`config.mk`:
```
export PLATFORM = sky130hd
export DESIGN_NAME = cgbb_geom
export DESIGN_NICKNAME = d
export VERILOG_FILES = /design/src/hdl/cgbb_pkg.sv /design/src/hdl/cgbb_geom.sv
export SDC_FILE = /design/constraint.sdc
export NUM_CORES = 2
export LEC_CHECK = 0
export BUFFER_PORTS_ARGS = -buffer_cell sky130_fd_sc_hd__buf_2
export CORE_MARGIN = 5
export CORE_UTILIZATION = 35
export CTS_CLUSTER_SIZE = 14
export DETAILED_ROUTE_END_ITERATION = 10
export PLACE_DENSITY = 0.6
export SLEW_MARGIN = 20
export SYNTH_ARGS = -nofsm -noshare
export SYNTH_HDL_FRONTEND = slang
export SYNTH_SLANG_ARGS = --single-unit
export TNS_END_PERCENT = 5
```
`constraint.sdc`:
```
create_clock -name clk -period 19.8 [get_ports clk]
set_clock_uncertainty 0.2 [all_clocks]
set_input_delay 1.98 -clock clk [delete_from_list [all_inputs] [get_ports clk]]
set_output_delay 1.98 -clock clk [all_outputs]
set_load 0.02 [all_outputs]
```
`src/hdl/cgbb_pkg.sv`:
```
`timescale 1ns / 1ps
// ----------------------------------------------------------------------------
// cgbb_pkg - shared types and constants of the glyph blitter
// Action and coverage codes, register indexes, the configuration record and
// the records that pass between the pipeline stages.
// ----------------------------------------------------------------------------
package cgbb_pkg;

	localparam int TABLE_ENTRIES = 65536;
	localparam int TABLE_AW = $clog2(TABLE_ENTRIES);

	// Register file: seven registers at word addresses.
	localparam int REG_AW = 5;
	localparam logic [2:0] REG_CLIP_LEFT      = 3'd0;
	localparam logic [2:0] REG_CLIP_TOP       = 3'd1;
	localparam logic [2:0] REG_CLIP_RIGHT     = 3'd2;
	localparam logic [2:0] REG_CLIP_BOTTOM    = 3'd3;
	localparam logic [2:0] REG_DRAW_COLOR     = 3'd4;
	localparam logic [2:0] REG_SURFACE_STRIDE = 3'd5;
	localparam logic [2:0] REG_CLIPPING_ON    = 3'd6;

	localparam logic [1:0] ACT_SETUP = 2'd0;
	localparam logic [1:0] ACT_PIXEL = 2'd1;
	localparam logic [1:0] ACT_LOAD  = 2'd2;

	localparam logic [7:0] COV_CLEAR    = 8'h00;
	localparam logic [7:0] COV_BLEND_CD = 8'h01;
	localparam logic [7:0] COV_BLEND_DC = 8'h02;
	localparam logic [7:0] COV_INK      = 8'hff;

	typedef struct packed {
		logic signed [15:0] clip_left;
		logic signed [15:0] clip_top;
		logic signed [15:0] clip_right;
		logic signed [15:0] clip_bottom;
		logic [7:0]         draw_color;
		logic [12:0]        surface_stride;
		logic               clipping_on;
	} cfg_t;

	typedef struct packed {
		logic [1:0]         action;
		logic signed [15:0] cursor_x;
		logic signed [15:0] cursor_y;
		logic signed [7:0]  glyph_x_offset;
		logic signed [7:0]  glyph_y_offset;
		logic [11:0]        glyph_width;
		logic [11:0]        glyph_height;
		logic signed [7:0]  glyph_advance;
		logic [7:0]         src_byte;
		logic [7:0]         dst_byte;
		logic [15:0]        table_index;
		logic [7:0]         table_value;
	} item_t;

	typedef struct packed {
		logic ld_s2;
		logic ld_s3;
		logic ld_s4;
		logic tbl_wr;
	} pipe_ctl_t;

	typedef struct packed {
		logic               visible;
		logic [23:0]        src_skip;
		logic [26:0]        dest_offset;
		logic [11:0]        draw_width;
		logic [11:0]        draw_height;
		logic [11:0]        src_row_skip;
		logic signed [15:0] new_cursor_x;
	} geom_t;

	typedef struct packed {
		logic [7:0] out_byte;
		logic       write_enable;
	} pix_t;

endpackage

```
`src/hdl/cgbb_geom.sv`:
```
`timescale 1ns / 1ps
// ----------------------------------------------------------------------------
// cgbb_geom - glyph setup pipeline
// Trims the glyph box against the clip rectangle over two stages, then forms
// the source and surface offsets with one multiply stage and a final add.
// ----------------------------------------------------------------------------
module cgbb_geom (
	input  logic                clk,
	input  cgbb_pkg::item_t     item_s1,
	input  cgbb_pkg::cfg_t      cfg,
	input  cgbb_pkg::pipe_ctl_t ctl,
	output cgbb_pkg::geom_t     geom_s4
);
	import cgbb_pkg::*;

	// Stage 2: top and left trims, unclipped origin, advanced pen.
	logic [15:0] top0, left0, ydiff, xdiff, ncx0, ncx_c;
	logic [15:0] dh1_c, dw1_c, top1_c, left1_c;
	logic [14:0] tskip_c, lskip_c;
	logic [16:0] ufy_c, ufx_c;
	logic        ytrim, xtrim;

	logic [1:0]  act_s2;
	logic        clip_s2;
	logic [11:0] w_s2, h_s2;
	logic [14:0] tskip_s2, lskip_s2;
	logic [15:0] dh1_s2, dw1_s2, top1_s2, left1_s2, ncx_s2;
	logic [16:0] ufy_s2, ufx_s2;

	always_comb begin
		top0  = item_s1.cursor_y + {{8{item_s1.glyph_y_offset[7]}}, item_s1.glyph_y_offset};
		left0 = item_s1.cursor_x + {{8{item_s1.glyph_x_offset[7]}}, item_s1.glyph_x_offset};
		ydiff = cfg.clip_top - top0;
		xdiff = cfg.clip_left - left0;
		ytrim = !ydiff[15] && (ydiff != 16'd0);
		xtrim = !xdiff[15] && (xdiff != 16'd0);
		tskip_c = ytrim ? ydiff[14:0] : 15'd0;
		lskip_c = xtrim ? xdiff[14:0] : 15'd0;
		dh1_c   = ytrim ? ({4'd0, item_s1.glyph_height} - ydiff) : {4'd0, item_s1.glyph_height};
		dw1_c   = xtrim ? ({4'd0, item_s1.glyph_width} - xdiff) : {4'd0, item_s1.glyph_width};
		top1_c  = ytrim ? cfg.clip_top : top0;
		left1_c = xtrim ? cfg.clip_left : left0;
		ufy_c = {item_s1.cursor_y[15], item_s1.cursor_y}
			+ {{9{item_s1.glyph_y_offset[7]}}, item_s1.glyph_y_offset};
		ufx_c = {item_s1.cursor_x[15], item_s1.cursor_x}
			+ {{9{item_s1.glyph_x_offset[7]}}, item_s1.glyph_x_offset};
		ncx0  = item_s1.cursor_x + {{8{item_s1.glyph_advance[7]}}, item_s1.glyph_advance};
		ncx_c = ncx0;
		if (cfg.clipping_on && ($signed(cfg.clip_right) < $signed(ncx0))) begin
			ncx_c = cfg.clip_right;
		end
	end

	always_ff @(posedge clk) begin
		if (ctl.ld_s2) begin
			act_s2   <= item_s1.action;
			clip_s2  <= cfg.clipping_on;
			w_s2     <= item_s1.glyph_width;
			h_s2     <= item_s1.glyph_height;
			tskip_s2 <= tskip_c;
			lskip_s2 <= lskip_c;
			dh1_s2   <= dh1_c;
			dw1_s2   <= dw1_c;
			top1_s2  <= top1_c;
			left1_s2 <= left1_c;
			ufy_s2   <= ufy_c;
			ufx_s2   <= ufx_c;
			ncx_s2   <= ncx_c;
		end
	end

	// Stage 3: bottom and right trims, visibility, multiplier operands.
	logic [15:0] yd2, xd2, dh2, dw2;
	logic        ybot, xrgt, vis_c;
	logic [11:0] dw_c, dh_c, rskip_c;
	logic [16:0] ymul_c, xadd_c;

	logic [1:0]  act_s3;
	logic        clip_s3, vis_s3;
	logic [11:0] dw_s3, dh_s3, rskip_s3, w_s3;
	logic [14:0] tskip_s3, lskip_s3;
	logic [16:0] ymul_s3, xadd_s3;
	logic [15:0] ncx_s3;

	always_comb begin
		yd2  = dh1_s2 - cfg.clip_bottom + top1_s2;
		xd2  = dw1_s2 - cfg.clip_right + left1_s2;
		ybot = !yd2[15] && (yd2 != 16'd0);
		xrgt = !xd2[15] && (xd2 != 16'd0);
		dh2  = ybot ? (dh1_s2 - yd2) : dh1_s2;
		dw2  = xrgt ? (dw1_s2 - xd2) : dw1_s2;
		if (clip_s2) begin
			vis_c   = !dh2[15] && (dh2 != 16'd0) && !dw2[15] && (dw2 != 16'd0);
			dw_c    = vis_c ? dw2[11:0] : 12'd0;
			dh_c    = vis_c ? dh2[11:0] : 12'd0;
			rskip_c = vis_c ? (w_s2 - dw2[11:0]) : 12'd0;
			ymul_c  = {top1_s2[15], top1_s2};
			xadd_c  = {left1_s2[15], left1_s2};
		end else begin
			vis_c   = (w_s2 != 12'd0) && (h_s2 != 12'd0);
			dw_c    = w_s2;
			dh_c    = h_s2;
			rskip_c = 12'd0;
			ymul_c  = ufy_s2;
			xadd_c  = ufx_s2;
		end
	end

	always_ff @(posedge clk) begin
		if (ctl.ld_s3) begin
			act_s3   <= act_s2;
			clip_s3  <= clip_s2;
			vis_s3   <= vis_c;
			dw_s3    <= dw_c;
			dh_s3    <= dh_c;
			rskip_s3 <= rskip_c;
			w_s3     <= w_s2;
			tskip_s3 <= tskip_s2;
			lskip_s3 <= lskip_s2;
			ymul_s3  <= ymul_c;
			xadd_s3  <= xadd_c;
			ncx_s3   <= ncx_s2;
		end
	end

	// Stage 4: row origin times stride, and glyph width times top trim.
	logic signed [30:0] prody_c;
	logic [26:0]        prods_c;

	logic [1:0]  act_s4;
	logic        clip_s4, vis_s4;
	logic [11:0] dw_s4, dh_s4, rskip_s4;
	logic [14:0] lskip_s4;
	logic [16:0] xadd_s4;
	logic [15:0] ncx_s4;
	logic [26:0] prody_s4;
	logic [23:0] prods_s4;

	always_comb begin
		prody_c = $signed(ymul_s3) * $signed({1'b0, cfg.surface_stride});
		prods_c = w_s3 * tskip_s3;
	end

	always_ff @(posedge clk) begin
		if (ctl.ld_s4) begin
			act_s4   <= act_s3;
			clip_s4  <= clip_s3;
			vis_s4   <= vis_s3;
			dw_s4    <= dw_s3;
			dh_s4    <= dh_s3;
			rskip_s4 <= rskip_s3;
			lskip_s4 <= lskip_s3;
			xadd_s4  <= xadd_s3;
			ncx_s4   <= ncx_s3;
			prody_s4 <= prody_c[26:0];
			prods_s4 <= prods_c[23:0];
		end
	end

	// Final adds and field selection feed the output register.
	logic [26:0] dest_c;
	logic [23:0] srcs_c;

	always_comb begin
		dest_c  = prody_s4 + {{10{xadd_s4[16]}}, xadd_s4};
		srcs_c  = prods_s4 + {9'd0, lskip_s4};
		geom_s4 = '0;
		if (act_s4 == ACT_SETUP) begin
			geom_s4.new_cursor_x = ncx_s4;
			if (!clip_s4 || vis_s4) begin
				geom_s4.visible      = vis_s4;
				geom_s4.src_skip     = clip_s4 ? srcs_c : 24'd0;
				geom_s4.dest_offset  = dest_c;
				geom_s4.draw_width   = dw_s4;
				geom_s4.draw_height  = dh_s4;
				geom_s4.src_row_skip = rskip_s4;
			end
		end
	end

endmodule

```
==> qor.yml <==
status: "completed"
grt_start_max_net_pins: 97
clock-sinks: 442
cp-start-kind: "primary input"
ys_ff_latch: 442
timing.setup.tns_ns: 0
io_buffers: 267
ys_warn_count: 0
cp_top_family: "compound AO/OA/AOI/OAI gates"
ant_nets: 0
ys_types: 95
crit_buf_inv: 3
cp-end-kind: "register"
yosysTopAreaCell: "edfxtp_1"
worstMarginPinSlew_ns: 1.150
cpMaxStageDelayCell: "and2_1"
drc_errors: 0
clkLatencyLatePin_ns: 0.64
ff2ff_path_depth: 26
synth_top_area_share_pct: 32.90
grt_pass1_vias: 29117
avgViaCountPerCell: 5.007
htree_levels: 2
cts_setup_buffers: 0
relSlewSlack_pct: 23.36
synth_edf_count: 442
slew_viol_final: 0
clock.fmax_ghz: 0.1263
critPathArrivalTime_ns: 8.06
drive_above_1_share_pct: 12.37
crit_cells: 28
dieWidth_um: 349.5
io_pins: 317
detail_route.first_pass.iterations: 5
initial_utilization_pct: 35.28
clock_path_buffers: 3
num_rows: 124
clk_pin_slew_worst_paths_ns: 0.07
wire_per_inst_um: 18.66
synthTopCellsByArea: "edfxtp_1 (33%), fa_1 (18%), ha_1 (11%), inv_1 (5.6%), and2_1 (3.6%)"
min_path_type: "reg2reg"
worstHoldPathCells: 0
vias: 28407
synth_most_common_cell: "inv_1"
drt_wl_total_mm: 105.9
syn2layout_area_growth_pct: 11.83
setup_viol: 0
ctsHoldBuffers: 0
post-route-period-util_pct: 40.00
grt_pass1_wl_mm: 165.8
synthesis.area_um2: 40340
critPathMaxStageDelay_ns: 0.70
drt-initial-drc-count: 1894
syn_nets: 4802
grt_overflow: 0
cts_resized: 0
crit_fanout: 20
die_area_um2: 122200
cpMostUsedCell: "o21ai_0"
rsz0062_at_grt: "false"
finalCriticalPeriod_ns: 7.919
globalplace.congestion: 0.8858
cts_tree: "done"
synth_common_cells: "inv_1 (603), edfxtp_1 (442), nand2_1 (371)"
die_h_um: 349.5
async_reset_ff_share_pct: 0
finalHoldViolCount: 0
synthFlopType: "edfxtp_1"
core_um2: 114300
setup.worst_path.class: "in2reg"
dp_hpwl_mm: 85.77
layout.nets: 5027
ys_seq_area_share_pct: 32.90
grtUsageTotal_pct: 17.29
cp.required_ns: 19.94
max-cap-violations: 0
avgSynthCellArea_um2: 10.38
antenna_found_initial: 16
synthCells: 3887
cts_buffers: 50
root_buffer: "clkbuf_16"
==> cells by family (layout without fill, tap and decap cells) <==
family                     Yosys count  after routing  share of synthesized area [%]
adders and majority gates          704            704                          28.49
buffers and inverters              708            975                          6.683
AOI/OAI and AO/OA                  600            600                          10.58
other                                0              8                              0
DFF                                442            442                          32.90
xor gates and xnor gates           225            225                          4.885
muxes                              118            118                          3.204
and+or+nand+nor                   1090           1090                          13.27
==> cell type report <==
cell class	instances	area [um2]
clock inverter	38	541.8
tap	1512	1892
antenna	8	20.02
sequential	442	13270
inverter	603	2263
multi-input combinational	2737	24410
clock buffer	56	1274
fill	11101	69230
timing repair buffer	278	1438
==> flip-flops by register name, indices dropped and copies added, names as in the netlist, 15 cells and up <==
| signal | count |
|---|---|
| lskip_s4 | 15 |
| dw1_s2 | 16 |
| xadd_s4 | 17 |
| ncx_s3 | 16 |
| ncx_s2 | 16 |
| ufy_s2 | 17 |
| ncx_s4 | 16 |
| left1_s2 | 16 |
| tskip_s2 | 15 |
| prody_s4 | 27 |
| lskip_s3 | 15 |
| xadd_s3 | 17 |
| lskip_s2 | 15 |
| dh1_s2 | 16 |
| ymul_s3 | 17 |
| tskip_s3 | 15 |
| top1_s2 | 16 |
| ufx_s2 | 17 |
| prods_s4 | 24 |
==> per-layer routing <==
metal	global-route usage, %	vias up	routed length [um]
li1	-	13599	-
met1	23.34	13938	47360
met2	28.82	711	49460
met3	2.486	157	5352
met4	5.512	2	3679
met5	0	-	13
==> stage by stage <==
| step | cell area [um2] | hold slack (ns) | utilization, % | setup WS, ns | std cells |
|---|---|---|---|---|---|
| 2_1_floorplan | 40340 | 0.2003 | - | 11.82 | 3887 |
| 3_3_place_gp | 43270 | 0.2007 | 37.84 | 11.33 | 5572 |
| 3_5_place_dp | 43270 | 0.2045 | 37.84 | 11.30 | 5572 |
| 4_1_cts | 45080 | 0.2154 | 39.43 | 11.95 | 5666 |
| 5_1_grt | 45100 | 0.2180 | 39.45 | 11.40 | 5670 |
| 6_report | 45110 | 0.2142 | 39.45 | 11.88 | 5674 |
==> final timing paths <==
check / startpoint / end / slack [ns]
setup / recovery: cfg[38] / rskip_s3[11] / 11.88
hold / removal: ncx_s3[10] / ncx_s4[10] / 0.21
setup reg to reg: dw1_s2[1] / rskip_s3[11] / 12.82
hold reg to reg: ncx_s3[10] / ncx_s4[10] / 0.21
==> cells in the final DEF (no fill, tap or decap), types with 40 or more instances in the layout <==
cell type    n
inv_1      603
edfxtp_1   442
nand2_1    371
fa_1       358
ha_1       344
buf_2      264
and2_1     231
nor2_1     190
xnor2_1    159
a21oi_1    153
o21ai_0     89
mux2_2      89
nor3_1      79
xor2_1      66
a21o_1      60
nor2b_1     51
clkbuf_16   50
o21a_1      40
nand3_1     40
Power is left out: the tool's default activity adds up to more than one toggle a clock period on the data nets, which glitch-free logic cannot reach.
