==> src/hdl/cgbb_pkg.sv <==
`timescale 1ns / 1ps
// ----------------------------------------------------------------------------
// cgbb_pkg - shared types and constants of the glyph blitter
// Action and coverage codes, register indexes, the configuration record and
// the records that pass between the pipeline stages.
// ----------------------------------------------------------------------------
package cgbb_pkg;

	localparam int TABLE_ENTRIES = 65536;
	localparam int TABLE_AW = $clog2(TABLE_ENTRIES);

	// Register file: seven registers at word addresses.
	localparam int REG_AW = 5;
	localparam logic [2:0] REG_CLIP_LEFT      = 3'd0;
	localparam logic [2:0] REG_CLIP_TOP       = 3'd1;
	localparam logic [2:0] REG_CLIP_RIGHT     = 3'd2;
	localparam logic [2:0] REG_CLIP_BOTTOM    = 3'd3;
	localparam logic [2:0] REG_DRAW_COLOR     = 3'd4;
	localparam logic [2:0] REG_SURFACE_STRIDE = 3'd5;
	localparam logic [2:0] REG_CLIPPING_ON    = 3'd6;

	localparam logic [1:0] ACT_SETUP = 2'd0;
	localparam logic [1:0] ACT_PIXEL = 2'd1;
	localparam logic [1:0] ACT_LOAD  = 2'd2;

	localparam logic [7:0] COV_CLEAR    = 8'h00;
	localparam logic [7:0] COV_BLEND_CD = 8'h01;
	localparam logic [7:0] COV_BLEND_DC = 8'h02;
	localparam logic [7:0] COV_INK      = 8'hff;

	typedef struct packed {
		logic signed [15:0] clip_left;
		logic signed [15:0] clip_top;
		logic signed [15:0] clip_right;
		logic signed [15:0] clip_bottom;
		logic [7:0]         draw_color;
		logic [12:0]        surface_stride;
		logic               clipping_on;
	} cfg_t;

	typedef struct packed {
		logic [1:0]         action;
		logic signed [15:0] cursor_x;
		logic signed [15:0] cursor_y;
		logic signed [7:0]  glyph_x_offset;
		logic signed [7:0]  glyph_y_offset;
		logic [11:0]        glyph_width;
		logic [11:0]        glyph_height;
		logic signed [7:0]  glyph_advance;
		logic [7:0]         src_byte;
		logic [7:0]         dst_byte;
		logic [15:0]        table_index;
		logic [7:0]         table_value;
	} item_t;

	typedef struct packed {
		logic ld_s2;
		logic ld_s3;
		logic ld_s4;
		logic tbl_wr;
	} pipe_ctl_t;

	typedef struct packed {
		logic               visible;
		logic [23:0]        src_skip;
		logic [26:0]        dest_offset;
		logic [11:0]        draw_width;
		logic [11:0]        draw_height;
		logic [11:0]        src_row_skip;
		logic signed [15:0] new_cursor_x;
	} geom_t;

	typedef struct packed {
		logic [7:0] out_byte;
		logic       write_enable;
	} pix_t;

endpackage

==> src/hdl/cgbb_regs.sv <==
`timescale 1ns / 1ps
// ----------------------------------------------------------------------------
// cgbb_regs - configuration register file
// APB-style slave holding the clip rectangle, ink color, stride and mode.
// ----------------------------------------------------------------------------
module cgbb_regs (
	input  logic                        clk,
	input  logic                        arst_n,
	input  logic                        psel,
	input  logic                        penable,
	input  logic                        pwrite,
	input  logic [cgbb_pkg::REG_AW-1:0] paddr,
	input  logic [31:0]                 pwdata,
	output logic [31:0]                 prdata,
	output logic                        pready,
	output cgbb_pkg::cfg_t              cfg
);
	import cgbb_pkg::*;

	cfg_t       cfg_q;
	logic [2:0] reg_idx;
	logic       wr;

	assign reg_idx = paddr[REG_AW-1:2];
	assign wr      = psel & penable & pwrite;
	assign pready  = 1'b1;
	assign cfg     = cfg_q;

	always_ff @(posedge clk or negedge arst_n) begin
		if (!arst_n) begin
			cfg_q.clip_left      <= '0;
			cfg_q.clip_top       <= '0;
			cfg_q.clip_right     <= '0;
			cfg_q.clip_bottom    <= '0;
			cfg_q.draw_color     <= '0;
			cfg_q.surface_stride <= '0;
			cfg_q.clipping_on    <= 1'b1;
		end else if (wr) begin
			unique case (reg_idx)
				REG_CLIP_LEFT:      cfg_q.clip_left      <= pwdata[15:0];
				REG_CLIP_TOP:       cfg_q.clip_top       <= pwdata[15:0];
				REG_CLIP_RIGHT:     cfg_q.clip_right     <= pwdata[15:0];
				REG_CLIP_BOTTOM:    cfg_q.clip_bottom    <= pwdata[15:0];
				REG_DRAW_COLOR:     cfg_q.draw_color     <= pwdata[7:0];
				REG_SURFACE_STRIDE: cfg_q.surface_stride <= pwdata[12:0];
				REG_CLIPPING_ON:    cfg_q.clipping_on    <= pwdata[0];
				default: ;
			endcase
		end
	end

	always_comb begin
		prdata = '0;
		unique case (reg_idx)
			REG_CLIP_LEFT:      prdata = {16'd0, cfg_q.clip_left};
			REG_CLIP_TOP:       prdata = {16'd0, cfg_q.clip_top};
			REG_CLIP_RIGHT:     prdata = {16'd0, cfg_q.clip_right};
			REG_CLIP_BOTTOM:    prdata = {16'd0, cfg_q.clip_bottom};
			REG_DRAW_COLOR:     prdata = {24'd0, cfg_q.draw_color};
			REG_SURFACE_STRIDE: prdata = {19'd0, cfg_q.surface_stride};
			REG_CLIPPING_ON:    prdata = {31'd0, cfg_q.clipping_on};
			default:            prdata = '0;
		endcase
	end

endmodule

==> config.mk <==
export PLATFORM = sky130hd
export DESIGN_NAME = cgbb_regs
export DESIGN_NICKNAME = d
export VERILOG_FILES = /design/src/hdl/cgbb_pkg.sv /design/src/hdl/cgbb_regs.sv
export SDC_FILE = /design/constraint.sdc
export NUM_CORES = 1
export LEC_CHECK = 0
export BUFFER_PORTS_ARGS = -buffer_cell sky130_fd_sc_hd__buf_2
export CAP_MARGIN = 25
export CORE_ASPECT_RATIO = 0.7
export CORE_MARGIN = 5
export CORE_UTILIZATION = 37
export CTS_BUF_LIST = sky130_fd_sc_hd__clkbuf_4 sky130_fd_sc_hd__clkbuf_8 sky130_fd_sc_hd__clkbuf_16
export DETAILED_ROUTE_END_ITERATION = 16
export GPL_ROUTABILITY_DRIVEN = 0
export SYNTH_ARGS = -nofsm -noshare
export SYNTH_HDL_FRONTEND = slang
export SYNTH_SLANG_ARGS = --single-unit
==> constraint.sdc <==
create_clock -name clk -period 1.35 [get_ports clk]
set_input_delay 0.0675 -clock clk [delete_from_list [all_inputs] [get_ports clk]]
set_output_delay 0.0675 -clock clk [all_outputs]
set_load 0.005 [all_outputs]
==> results of run 1 <==
-- layout by cell type (no fill, tap or decap), types with 4 or more instances in the layout --
master       n
o21ai_1      7
buf_12       4
clkbuf_16    9
o21a_1       5
o21ai_0      5
mux2_4      11
mux2i_1     27
buf_2      122
nand3_1      5
conb_1      17
nand2_1      6
buf_4       72
mux2_2      79
dfrtp_1     85
or3_1        4
nor2_2       4
-- power by group --
group	total [W]	internal, W	switching (W)
clock network	0.00241	0.00147	0.000941
logic	0.00223	0.00134	0.000888
registers	0.00344	0.00309	0.000356
-- stage by stage --
stage / instances / util, % / instance area [sq um] / worst slack [ns]
after floorplan: 321 / - / 4260 / -0.0319
after global placement: 599 / 46.6 / 5150 / -0.102
after detailed placement: 599 / 46.6 / 5150 / -0.138
after CTS: 641 / 51.4 / 5680 / -0.182
after global routing: 653 / 52.4 / 5790 / -0.245
final: 653 / 52.4 / 5790 / -0.167
-- critical path, delay by kind of cell (launching register included) --
kind,cells,cell delay [ns]
simple gates,1,0.16
buf+inv,1,0.12
mux,1,0.45
flops,1,0.39
-- per-layer routing --
layer | track usage, % | wire length, microns | vias to the layer above
met5 | 0 | 0 | -
met4 | 4.14 | 111 | 0
met3 | 6.58 | 1050 | 11
met2 | 26.9 | 5380 | 110
met1 | 23.7 | 5340 | 1576
li1 | - | - | 1474
-- synth_stat cells, types with 4 or more instances --
cell       n
mux2_2    80
mux2_4    10
o21ai_0   12
mux2i_1   27
buf_2      7
or3_1      4
clkbuf_1   7
dfrtp_1   85
nand3_1    5
nand2_1    6
o21a_1     5
o221ai_1   4
buf_4     19
-- cell type report --
| type | count | area [sq um] |
|---|---|---|
| timing repair buffer | 201 | 1260 |
| fill | 982 | 5260 |
| multi-input combinational | 198 | 1900 |
| sequential | 86 | 2150 |
| tap | 153 | 191 |
| inverter | 1 | 3.75 |
| clock buffer | 12 | 248 |
| clock inverter | 2 | 35.0 |
-- cell families after synthesis --
group | Yosys count
AOI/OAI and AO/OA | 30
buffers and inverters | 37
DFF | 86
muxes | 120
other | 2
and+or+nand+nor | 31
-- what timing repair did --
item                                    4_1_cts  5_1_grt
gates resized for setup                       7       10
pin swaps                                     1        1
buffers inserted                             27       12
endpoints found under the setup margin       12       16
hold buffers                                  1        0
hold endpoints to repair                     28        0
-- how the worst max path moves through the flow --
stage / end / cells past startpoint / startpoint
after detailed placement: cfg[35] / 5 / paddr[2]
after global placement: cfg[47] / 6 / paddr[2]
after CTS: prdata[15] / 3 / cfg[37]
final: prdata[15] / 3 / cfg[37]
after floorplan: cfg[76] / 6 / paddr[2]
after global routing: prdata[15] / 3 / cfg[37]
==> impl_metrics.prom, run 1 <==
# TYPE chip_impl_metric gauge
chip_impl_info{name="status",value="complete, but fails checks"} 1
chip_impl_info{name="violations",value="setup timing"} 1
chip_impl_metric{name="buffer_ports.inserted",unit=""} 125
chip_impl_metric{name="p_leak",unit="nW"} 3.02
chip_impl_metric{name="synthMuxAreaShare",unit="%"} 33.2
chip_impl_info{name="hold_path_end",value="cfg[83]"} 1
chip_impl_metric{name="final_net_count",unit=""} 539
chip_impl_metric{name="cts_max_path_buffers",unit=""} 2
chip_impl_metric{name="worst_r2r_path_cells",unit=""} 3
chip_impl_info{name="worstSetupEndpointType",value="output port"} 1
chip_impl_metric{name="final_critical_path_setup_slack",unit="ns"} -0.167
chip_impl_info{name="crit_type",value="reg -> out"} 1
chip_impl_metric{name="syn_avg_cell_area",unit="sq um"} 13.7
chip_impl_metric{name="grt_max_degree",unit=""} 37
chip_impl_metric{name="power-per-cell-area",unit="nW/um^2"} 1400
chip_impl_metric{name="ant_nets",unit=""} 0
chip_impl_info{name="worst_r2r_startpoint",value="cfg[36]"} 1
chip_impl_metric{name="cts_sinks",unit=""} 86
chip_impl_info{name="hp-class",value="in -> reg"} 1
chip_impl_metric{name="synth_edf_count",unit=""} 0
chip_impl_metric{name="antenna_found_initial",unit=""} 0
chip_impl_info{name="rsz0062_at_grt",value="yes"} 1
chip_impl_metric{name="finalMaxSlewViolations",unit=""} 0
chip_impl_metric{name="post_synth_fa_ha_maj_area_fraction",unit="%"} 0
chip_impl_metric{name="synth-compound-area-share",unit="%"} 4.84
chip_impl_info{name="synth_top_family_by_area",value="multiplexers"} 1
chip_impl_metric{name="synth-simple-area-share",unit="%"} 4.54
chip_impl_metric{name="synth_xor_area_share",unit="%"} 0
chip_impl_metric{name="drt_iter0_markers",unit=""} 99
chip_impl_info{name="timing.hold.worst.start",value="pwdata[13]"} 1
chip_impl_metric{name="globalRouteOverflowTotal",unit=""} 0
chip_impl_metric{name="max-vdd-ir-drop",unit="uV"} 639
chip_impl_metric{name="dr_total_vias",unit=""} 3171
chip_impl_metric{name="synth_async_sr_flop_share",unit="%"} 100
chip_impl_metric{name="rows",unit=""} 32
chip_impl_metric{name="avgViaCountPerCell",unit=""} 4.86
chip_impl_metric{name="yosys.area.top_type_share",unit="%"} 50.8
chip_impl_metric{name="largest_reg_flops",unit=""} 86
chip_impl_metric{name="critical_path_required",unit="ns"} 1.28
chip_impl_metric{name="hold_violations",unit=""} 0
chip_impl_metric{name="pin_count",unit=""} 161
chip_impl_metric{name="firstDrtPassIters",unit=""} 4
chip_impl_info{name="slowest_stage",value="mux4_2"} 1
chip_impl_metric{name="clock_insertion_delay_worst_skew",unit="ns"} 0.34
chip_impl_metric{name="regToRegSetupSlack",unit="ns"} 0.35
chip_impl_metric{name="crit_path_max_fanout",unit=""} 3
chip_impl_metric{name="synth_cells",unit=""} 306
chip_impl_metric{name="vias_in_the_first_global_route",unit=""} 3305
chip_impl_metric{name="dieWidth",unit="microns"} 137
chip_impl_metric{name="setup_violations",unit=""} 7
chip_impl_metric{name="yosys_register_bits",unit=""} 86
chip_impl_metric{name="cts-htree-levels",unit=""} 3
chip_impl_metric{name="clock.fmax",unit="MHz"} 659
chip_impl_metric{name="detail_route.wl_per_cell",unit="microns"} 18.2
chip_impl_info{name="tritoncts_clock_tree",value="done"} 1
chip_impl_metric{name="worst_clock_skew",unit="ns"} 0
chip_impl_metric{name="timing.hold.ws",unit="ns"} 0.0186
chip_impl_metric{name="grt_pass1_wl",unit="mm"} 18.2
chip_impl_info{name="crit_chain",value="mux4_2 -> and2_1 -> buf_2"} 1
chip_impl_info{name="r2r_end",value="cfg[36]"} 1
chip_impl_info{name="post_synth_main_area_contributors",value="dfrtp_1 (51%), mux2_2 (22%), mux2i_1 (6.5%), mux2_4 (3.6%), buf_4 (3.4%)"} 1
chip_impl_metric{name="hpwlAfterDp",unit="mm"} 8.55
chip_impl_metric{name="cts_inserted_buffers",unit=""} 9
chip_impl_metric{name="max-cap-violations",unit=""} 0
chip_impl_metric{name="timing.setup.tns",unit="ns"} -0.798
chip_impl_info{name="synthFlopType",value="dfrtp_1"} 1
chip_impl_metric{name="antenna-diode-count",unit=""} 0
chip_impl_metric{name="placeableCoreArea",unit="sq um"} 11100
chip_impl_metric{name="ys.warnings.count",unit=""} 0
chip_impl_metric{name="design.die.area",unit="sq um"} 13600
chip_impl_metric{name="synth.cell_area",unit="sq um"} 4190
chip_impl_metric{name="worst_setup_hold_path_clk_slew",unit="ns"} 0.06
chip_impl_metric{name="flow.area_growth_from_synthesis",unit="%"} 38.3
chip_impl_metric{name="cp_slowest_stage_delay",unit="ns"} 0.45
chip_impl_metric{name="chipHeight",unit="microns"} 99.0
chip_impl_metric{name="synth_seq_area_share",unit="%"} 51.4
chip_impl_info{name="startpoint_type",value="flip-flop"} 1
chip_impl_metric{name="layout_min_cycle_time",unit="ns"} 1.52
chip_impl_metric{name="totalPowerFinal",unit="W"} 0.00809
chip_impl_metric{name="post-route-drc-count",unit=""} 0
chip_impl_metric{name="track_usage",unit="%"} 17.6
chip_impl_info{name="synth.largest_area_cell",value="dfrtp_1"} 1
chip_impl_metric{name="min_delay_path_depth",unit=""} 2
chip_impl_metric{name="initial_core_util",unit="%"} 37.9
chip_impl_metric{name="final_min_period_over_clock_period",unit="%"} 112
chip_impl_info{name="cts_root_buffer",value="clkbuf_16"} 1
chip_impl_metric{name="arrival",unit="ns"} 1.45
chip_impl_metric{name="netlist-cell-type-count",unit=""} 33
chip_impl_metric{name="drt_wl_total",unit="mm"} 11.9
chip_impl_metric{name="layout-drive-gt1-share",unit="%"} 64.2
(Power assumes the default switching activity.)
==> run 2: changes to the inputs <==
==> constraint.sdc (replaced) <==
create_clock -name clk -period 1.8 [get_ports clk]
set_input_delay 0.09 -clock clk [delete_from_list [all_inputs] [get_ports clk]]
set_output_delay 0.09 -clock clk [all_outputs]
set_load 0.005 [all_outputs]
==> run 2 against run 1 <==
The run now ends clean. Register-to-register slack better by 0.64 ns. Critical endpoint unchanged. Via count is 7.4% lower. Highest routed layer unchanged. Power is 28% lower. Largest power group unchanged. Critical path type unchanged.
==> impl_metrics.prom, run 2 (synthesis gave the netlist of run 1 again) <==
# TYPE chip_impl_metric gauge
chip_impl_info{name="status",value="finished clean"} 1
chip_impl_metric{name="totalPowerFinal",unit="W"} 0.00582
chip_impl_metric{name="crit_path_max_fanout",unit=""} 3
chip_impl_metric{name="worst_clock_skew",unit="ns"} 0
chip_impl_metric{name="cts_setup_buffers",unit=""} 0
chip_impl_info{name="rsz0062_at_grt",value="no"} 1
chip_impl_metric{name="final_net_count",unit=""} 485
chip_impl_info{name="tritoncts_clock_tree",value="done"} 1
chip_impl_metric{name="layout-drive-gt1-share",unit="%"} 58.5
chip_impl_info{name="startpoint_type",value="flip-flop"} 1
chip_impl_metric{name="drt_iter0_markers",unit=""} 138
chip_impl_metric{name="antenna_found_initial",unit=""} 0
chip_impl_metric{name="flow.area_growth_from_synthesis",unit="%"} 27.1
chip_impl_metric{name="dieWidth",unit="microns"} 137
chip_impl_metric{name="track_usage",unit="%"} 16.7
chip_impl_metric{name="clock_insertion_delay_worst_skew",unit="ns"} 0.33
chip_impl_info{name="timing.hold.worst.start",value="pwdata[15]"} 1
chip_impl_metric{name="largest_reg_flops",unit=""} 86
chip_impl_metric{name="cts_max_path_buffers",unit=""} 2
chip_impl_metric{name="worst_setup_hold_path_clk_slew",unit="ns"} 0.06
chip_impl_metric{name="setup_violations",unit=""} 0
chip_impl_metric{name="p_leak",unit="nW"} 2.73
chip_impl_info{name="startpoint_of_the_most_critical_setup_path",value="cfg[37]"} 1
chip_impl_info{name="worst_r2r_startpoint",value="cfg[54]"} 1
chip_impl_metric{name="dr_total_vias",unit=""} 2937
chip_impl_metric{name="vias_in_the_first_global_route",unit=""} 3094
chip_impl_info{name="cts_root_buffer",value="clkbuf_16"} 1
chip_impl_metric{name="max-vdd-ir-drop",unit="uV"} 454
chip_impl_metric{name="drt_wl_total",unit="mm"} 11.2
chip_impl_metric{name="rows",unit=""} 32
chip_impl_metric{name="critical_path_required",unit="ns"} 1.71
chip_impl_metric{name="initial_core_util",unit="%"} 37.9
chip_impl_metric{name="antenna-diode-count",unit=""} 0
chip_impl_metric{name="cts_inserted_buffers",unit=""} 9
chip_impl_info{name="layout.cells.most_common_list",value="buf_2 (124), dfrtp_1 (85), mux2_2 (80)"} 1
chip_impl_metric{name="cts_sinks",unit=""} 86
chip_impl_metric{name="max-cap-violations",unit=""} 0
chip_impl_metric{name="hold_violations",unit=""} 0
chip_impl_metric{name="layout_min_cycle_time",unit="ns"} 1.56
chip_impl_metric{name="power-per-cell-area",unit="nW/um^2"} 1090
chip_impl_metric{name="globalRouteOverflowTotal",unit=""} 0
chip_impl_info{name="worstSetupEndpointType",value="output port"} 1
chip_impl_metric{name="avgViaCountPerCell",unit=""} 4.89
chip_impl_metric{name="firstDrtPassIters",unit=""} 4
chip_impl_metric{name="grt_pass1_wl",unit="mm"} 17.2
chip_impl_metric{name="post-route-drc-count",unit=""} 0
chip_impl_metric{name="grt_max_degree",unit=""} 39
chip_impl_info{name="crit_type",value="reg -> out"} 1
chip_impl_metric{name="buffer_ports.inserted",unit=""} 125
chip_impl_metric{name="detail_route.wl_per_cell",unit="microns"} 18.6
chip_impl_metric{name="final_min_period_over_clock_period",unit="%"} 86.5
chip_impl_metric{name="arrival",unit="ns"} 1.47
chip_impl_metric{name="clock.fmax",unit="MHz"} 642
chip_impl_metric{name="timing.setup.tns",unit="ns"} 0
chip_impl_metric{name="dpl_cell_area",unit="sq um"} 5000
chip_impl_metric{name="ant_nets",unit=""} 0
chip_impl_info{name="mostFrequentLayoutCell",value="buf_2"} 1
chip_impl_info{name="hp-class",value="in -> reg"} 1
chip_impl_metric{name="hpwlAfterDp",unit="mm"} 8.32
chip_impl_metric{name="postLayoutCellArea",unit="sq um"} 5320
chip_impl_metric{name="design.die.area",unit="sq um"} 13600
chip_impl_metric{name="placeableCoreArea",unit="sq um"} 11100
chip_impl_metric{name="chipHeight",unit="microns"} 99.0
chip_impl_metric{name="finalMaxSlewViolations",unit=""} 0
chip_impl_metric{name="pin_count",unit=""} 161
chip_impl_metric{name="cts-htree-levels",unit=""} 3
## run 2: cell count changes in the layout (fill, tap and decap cells not counted), moves of 2 or more
cell      previous run  this run
buf_4               72        21
a221oi_1             0         2
a221oi_2             2         0
clkbuf_8             0         2
o21ai_1              7         0
o221ai_1             1         4
o221ai_2             3         0
buf_12               4         1
o21ai_0              5        12
buf_2              122       124
buf_6                2         0
## run 2: repair_timing
action	4_1_cts	5_1_grt
hold buffers	1	0
endpoints found under the hold margin	26	0
resized for setup	0	0
setup endpoints to repair	0	0
## run 2: worst paths after layout
check | endpoint | slack [ns] | cells after the start
hold / removal | cfg[85] | 0.04 | 2
max in group asynchronous | cfg[9] | 0.93 | 3
min in group asynchronous | cfg[37] | 0.24 | 2
setup reg to reg | cfg[54] | 0.99 | 1
hold reg to reg | cfg[23] | 0.52 | 1
setup / recovery | prdata[15] | 0.24 | 3
## run 2: area by class of cell
class	instances	area, sq um
clock buffers	13	268
clock inverters	3	42.5
fillers	1020	5730
inverters	1	3.75
multi-input cells	198	1850
flip-flops and latches	86	2150
well taps	153	191
repair buffers	147	808
## run 2: critical path, cell delays in order (launching register included)
cell and delay, ns:
dfrtp_1 0.39, mux4_2 0.46, and2_1 0.16, buf_2 0.12
## run 2: report_power, final
group | internal, W | switching [W]
logic | 0.000759 | 0.000550
clock network | 0.00118 | 0.000723
registers | 0.00232 | 0.000296
## run 2: metrics by stage
step / util (%) / hold WS (ns) / cells / worst slack [ns]
after detailed placement: 45.3 / 0.0400 / 584 / 0.164
after global routing: 48.2 / 0.0153 / 601 / 0.153
after CTS: 48.2 / 0.0160 / 601 / 0.219
after floorplan: - / -0.206 / 321 / 0.388
final: 48.2 / 0.0372 / 601 / 0.242
after global placement: 45.3 / 0.0411 / 584 / 0.183
## run 2: metal layers
metal,up-vias,GRT usage [%],share of wire (%)
li1,1354,-,-
met1,1467,22.4,46
met2,105,25.3,44
met3,11,6.43,8.3
met4,0,4.29,1.1
met5,-,0,0
